$ cat src/design/cspm_pkg.sv
// ----------------------------------------------------------------------------
// cspm_pkg: shared types and codes for the sparse MTTKRP block
// Payload structs, action and register codes, controller/datapath links.
// ----------------------------------------------------------------------------
`default_nettype none

package cspm_pkg;

  localparam logic [1:0] ACT_LOAD  = 2'd0;
  localparam logic [1:0] ACT_NZ    = 2'd1;
  localparam logic [1:0] ACT_READ  = 2'd2;
  localparam logic [1:0] ACT_CLEAR = 2'd3;

  localparam logic [1:0] REG_TARGET = 2'd0;
  localparam logic [1:0] REG_MODES  = 2'd1;

  typedef struct packed {
    logic [1:0]         action;
    logic [1:0]         factor_sel;
    logic [9:0]         row;
    logic [3:0]         column;
    logic signed [31:0] value;
    logic [9:0]         idx_first;
    logic [9:0]         idx_second;
    logic [9:0]         idx_third;
    logic [9:0]         idx_fourth;
  } in_t;

  typedef struct packed {
    logic signed [47:0] read_data;
    logic               saturated;
  } out_t;

  typedef struct packed {
    logic load_wr;
    logic capture;
    logic clr_start;
    logic clr_step;
    logic f_read;
    logic mul;
    logic scale;
    logic r_read;
    logic r_write;
    logic rd_start;
  } cmd_t;

  typedef struct packed {
    logic load_ok;
    logic nz_ok;
    logic clr_last;
    logic mode_last;
    logic col_last;
  } status_t;

endpackage

`default_nettype wire

$ cat src/design/cspm_ctrl.sv
// ----------------------------------------------------------------------------
// cspm_ctrl: sequencer for the sparse MTTKRP block
// Walks columns and modes of a nonzero, the clearing sweep and reads.
// ----------------------------------------------------------------------------
`default_nettype none

module cspm_ctrl (
  input  wire logic             clk,
  input  wire logic             rst,
  input  wire logic             start,
  input  wire logic [1:0]       action,
  input  wire cspm_pkg::status_t status,
  output logic                  busy,
  output logic                  done,
  output cspm_pkg::cmd_t        cmd
);

  typedef enum logic [7:0] {
    S_IDLE   = 8'b0000_0001,
    S_CLEAR  = 8'b0000_0010,
    S_FREAD  = 8'b0000_0100,
    S_FMUL   = 8'b0000_1000,
    S_FSCALE = 8'b0001_0000,
    S_RREAD  = 8'b0010_0000,
    S_RWRITE = 8'b0100_0000,
    S_ROUT   = 8'b1000_0000
  } state_t;

  state_t state, state_next;

  always_ff @(posedge clk) begin
    if (rst) begin
      state <= S_CLEAR;
    end else begin
      state <= state_next;
    end
  end

  always_comb begin
    state_next = state;
    cmd        = '0;
    case (state)
      S_IDLE: begin
        if (start) begin
          case (action)
            cspm_pkg::ACT_LOAD: begin
              cmd.load_wr = status.load_ok;
            end
            cspm_pkg::ACT_NZ: begin
              if (status.nz_ok) begin
                cmd.capture = 1'b1;
                state_next  = S_FREAD;
              end
            end
            cspm_pkg::ACT_READ: begin
              cmd.rd_start = 1'b1;
              cmd.r_read   = 1'b1;
              state_next   = S_ROUT;
            end
            default: begin
              cmd.clr_start = 1'b1;
              state_next    = S_CLEAR;
            end
          endcase
        end
      end
      S_CLEAR: begin
        cmd.clr_step = 1'b1;
        if (status.clr_last) state_next = S_IDLE;
      end
      S_FREAD: begin
        cmd.f_read = 1'b1;
        state_next = S_FMUL;
      end
      S_FMUL: begin
        cmd.mul    = 1'b1;
        state_next = S_FSCALE;
      end
      S_FSCALE: begin
        cmd.scale  = 1'b1;
        state_next = status.mode_last ? S_RREAD : S_FREAD;
      end
      S_RREAD: begin
        cmd.r_read = 1'b1;
        state_next = S_RWRITE;
      end
      S_RWRITE: begin
        cmd.r_write = 1'b1;
        state_next  = status.col_last ? S_IDLE : S_FREAD;
      end
      S_ROUT: begin
        state_next = S_IDLE;
      end
      default: begin
        state_next = S_IDLE;
      end
    endcase
  end

  assign busy = (state != S_IDLE);
  assign done = (state == S_ROUT);

endmodule

`default_nettype wire

$ cat config.mk
export PLATFORM = sky130hd
export DESIGN_NAME = cspm_ctrl
export DESIGN_NICKNAME = d
export VERILOG_FILES = /design/src/design/cspm_pkg.sv /design/src/design/cspm_ctrl.sv
export SDC_FILE = /design/constraint.sdc
export NUM_CORES = 1
export LEC_CHECK = 0
export ABC_CLOCK_PERIOD_IN_PS = 2900
export CORE_AREA = 2 2 39 41
export DETAILED_ROUTE_END_ITERATION = 12
export DIE_AREA = 0 0 41 43
export DONT_BUFFER_PORTS = 1
export SYNTH_ARGS = -nofsm -noshare
export SYNTH_HDL_FRONTEND = slang
export SYNTH_SLANG_ARGS = --single-unit
export TNS_END_PERCENT = 5
$ cat constraint.sdc
create_clock -name clk -period 2.9 [get_ports clk]
set_input_delay 0 -clock clk [delete_from_list [all_inputs] [get_ports clk]]
set_output_delay 0 -clock clk [all_outputs]
set_load 0.005 [all_outputs]
==> impl_metrics.ini <==
[drt]
drc = 0
routed_wl_um = 1220
drtAntennaViolNets = 0
dr.pass1.iters = 4
wl_per_cell_um = 13.7
via_per_inst = 5.87
drt_iter0_drc = 3
vias = 522

[setup_path]
end_kind = output port
r2r_slack_ns = 1.35
critPathSlowestCell = or4b_4
reg2reg_depth = 4
required_ns = 2.90
r2r-start = state[4]
path_cells = nor3_4 > nand2_1 > or4b_4 > nand2b_1
critPathArrivalTime_ns = 1.65
cpPeakStageDelay_ns = 0.52
crit_fanout = 6
r2r-end = state[4]
critPathLaunchType = flip-flop
critPathKind = flip-flop to output port

[floorplanning]
initial_utilization = 0.420
fp-row-count = 14
pin_count = 22
die_h_um = 43
dieArea_um2 = 1760
core_um2 = 1380
die_x_um = 41

[cts]
clock_path_buffers = 2
clk_pin_slew_ns = 0.05
postCtsHoldBufs = 3
cts-root-buf = clkbuf_4
numCtsBuffers = 3
clock_latency_ns = 0.25
clock_sinks = 8
postCtsSetupRepairBufs = 0
htreeDepth = 1
cts_tree = done
post_cts_resized = 0

[finish]
antenna-diode-count = 0
largest_registers = state (8)
area.growth.synth_to_final_pct = 12.5
regMostFlops = state
nets = 90
n_fill_cell = 144
drive_above_1_share = 0.137
multi_input_area_um2 = 398
largest_reg_flops = 8
seqCellArea_um2 = 160

[yosys]
syn_area_um2 = 581
ys_warn_count = 0
synth.yosys.seq_area_share = 0.276
syn-num-nets = 82
synth-seq-cells = 8
syn_avg_cell_area_um2 = 8.67
netlist.area_leader.share = 0.276
yosys-top-cells-area = dfxtp_1 28%, ha_1 11%, nand2_1 4.5%, and3_1 4.3%, inv_1 3.9%
synth_area_leader_cell = dfxtp_1
syn_inst = 67
synth.distinct_cells = 30

[sta]
slew_viol_final = 0
tns_ns = 0
hold_violations = 0
fin_ws_ns = 1.25
setup_viol = 0
rsz0062_at_grt = false
fin_crit_ns = 1.65
worstMarginPinSlew_ns = 0.600
max_freq_mhz = 605
slew_headroom = 0.600
timing.final.crit_share = 0.570
finClkSkew_ns = 0.00820

[grt]
grt_max_degree = 8
grt_pass1_vias = 493
grt_overflow = 0
antenna_found_initial = 0
grt_usage = 0.171
grt_pass1_wl_um = 2060

[placed_design]
portBuffers = 0
gp_congestion = 0.676
place_ws_ns = 1.37
hpwl_um = 964

[status]
outcome = complete, no violations

[power_and_ir_drop]
power_density_nw_per_um2 = 366
power.leakage_nw = 0.279
peakVddDrop_uv = 177

[min_path]
hp-class = input port to flip-flop
hp-start = status[1]
min_to = state[2]
min_path_cells = 2

[job]
maxCapViolCount = 0
-- layer usage --
| metal | up-vias | track usage | routed length (µm) |
|---|---|---|---|
| met5 | - | 0 | 0 |
| met4 | 0 | 0.0800 | 19 |
| met3 | 2 | 0.0524 | 80 |
| met2 | 16 | 0.244 | 555 |
| met1 | 249 | 0.227 | 563 |
| li1 | 255 | - | - |
-- worst max-delay path, delay by kind of cell (launching register included) --
| family | cells | cell delay [ns] |
|---|---|---|
| simple gates | 4 | 1.03 |
| flops | 1 | 0.38 |
-- synth_stat cells --
master / count
o2111ai_1: 1
o31ai_1: 1
ha_1: 5
a21oi_1: 2
xnor2_1: 1
and4b_1: 1
nor3_1: 3
nor4b_1: 2
nand4_1: 1
o32a_1: 1
nand2_1: 7
nor2_1: 4
nor3b_1: 1
o21ai_0: 2
nor2b_1: 3
and3_1: 4
nand2b_1: 2
dfxtp_1: 8
nor3_4: 1
xor2_1: 1
and2_1: 1
o311a_1: 1
and3_2: 1
or4b_4: 1
o31a_1: 1
nor4b_2: 1
nor3_2: 2
inv_1: 6
nand3b_1: 1
a211oi_2: 1
-- cell usage in the layout, fill, tap and decap left out --
cell type / synthesis / routed
xor2_1: 1 / 1
nor4b_1: 2 / 2
nand2b_1: 2 / 2
o311a_1: 1 / 1
and2_1: 1 / 1
xnor2_1: 1 / 1
and3_2: 1 / 1
ha_1: 5 / 5
o32a_1: 1 / 1
nor2_1: 4 / 4
and3_1: 4 / 4
nand4_1: 1 / 1
dfxtp_1: 8 / 8
nor3_2: 2 / 2
nand2_1: 7 / 7
nor3_1: 3 / 3
o2111ai_1: 1 / 1
nor2b_1: 3 / 3
nor3_4: 1 / 1
o21ai_0: 2 / 2
inv_1: 6 / 6
nor3b_1: 1 / 1
nand3b_1: 1 / 1
a21oi_1: 2 / 2
dlygate4sd3_1: 0 / 3
clkbuf_4: 0 / 3
o31a_1: 1 / 1
o31ai_1: 1 / 1
a211oi_2: 1 / 1
and4b_1: 1 / 1
or4b_4: 1 / 1
nor4b_2: 1 / 1
-- power breakdown --
group	leakage (nW)	switching [W]	internal, W
sequential	0.0652	0.00000330	0.000114
combinational	0.200	0.0000236	0.0000156
clock	0.0138	0.0000360	0.0000472
-- cells by family after synthesis --
group	share of synthesized area
flops	0.276
fa+ha+maj	0.108
compound gates	0.134
buf+inv	0.0388
simple gates	0.414
xor+xnor	0.0302
-- layout make-up --
| class | count | share of cell area |
|---|---|---|
| Clock buffer | 3 | 0.0345 |
| Inverter | 6 | 0.0345 |
| Tap cell | 16 | 0.0307 |
| Multi-Input combinational cell | 53 | 0.609 |
| Sequential cell | 8 | 0.245 |
| Timing Repair Buffer | 3 | 0.0460 |
-- worst max path at each step --
stage | start | end | slack (ns) | cells after the start
after global routing | state[2] | cmd[2] | 1.12 | 4
after floorplan | state[3] | state[6] | 1.53 | 4
final | state[2] | cmd[2] | 1.25 | 4
after CTS | state[2] | cmd[2] | 1.24 | 4
after detailed placement | state[4] | state[2] | 1.37 | 4
after global placement | state[2] | state[6] | 1.38 | 4
-- metrics by stage --
step                cell area [µm²]  std cells  hold slack [ns]  utilization  power, W
finish                          653         89           0.0113        0.472  0.000239
floorplan                       581         67           0.0696            -  0.000146
detailed placement              601         83           0.0737        0.434  0.000153
global placement                601         83           0.0776        0.434  0.000153
CTS                             653         89           0.0177        0.472  0.000241
global route                    653         89          0.00239        0.472  0.000257
No activity file was read; power rests on OpenSTA's default activity.
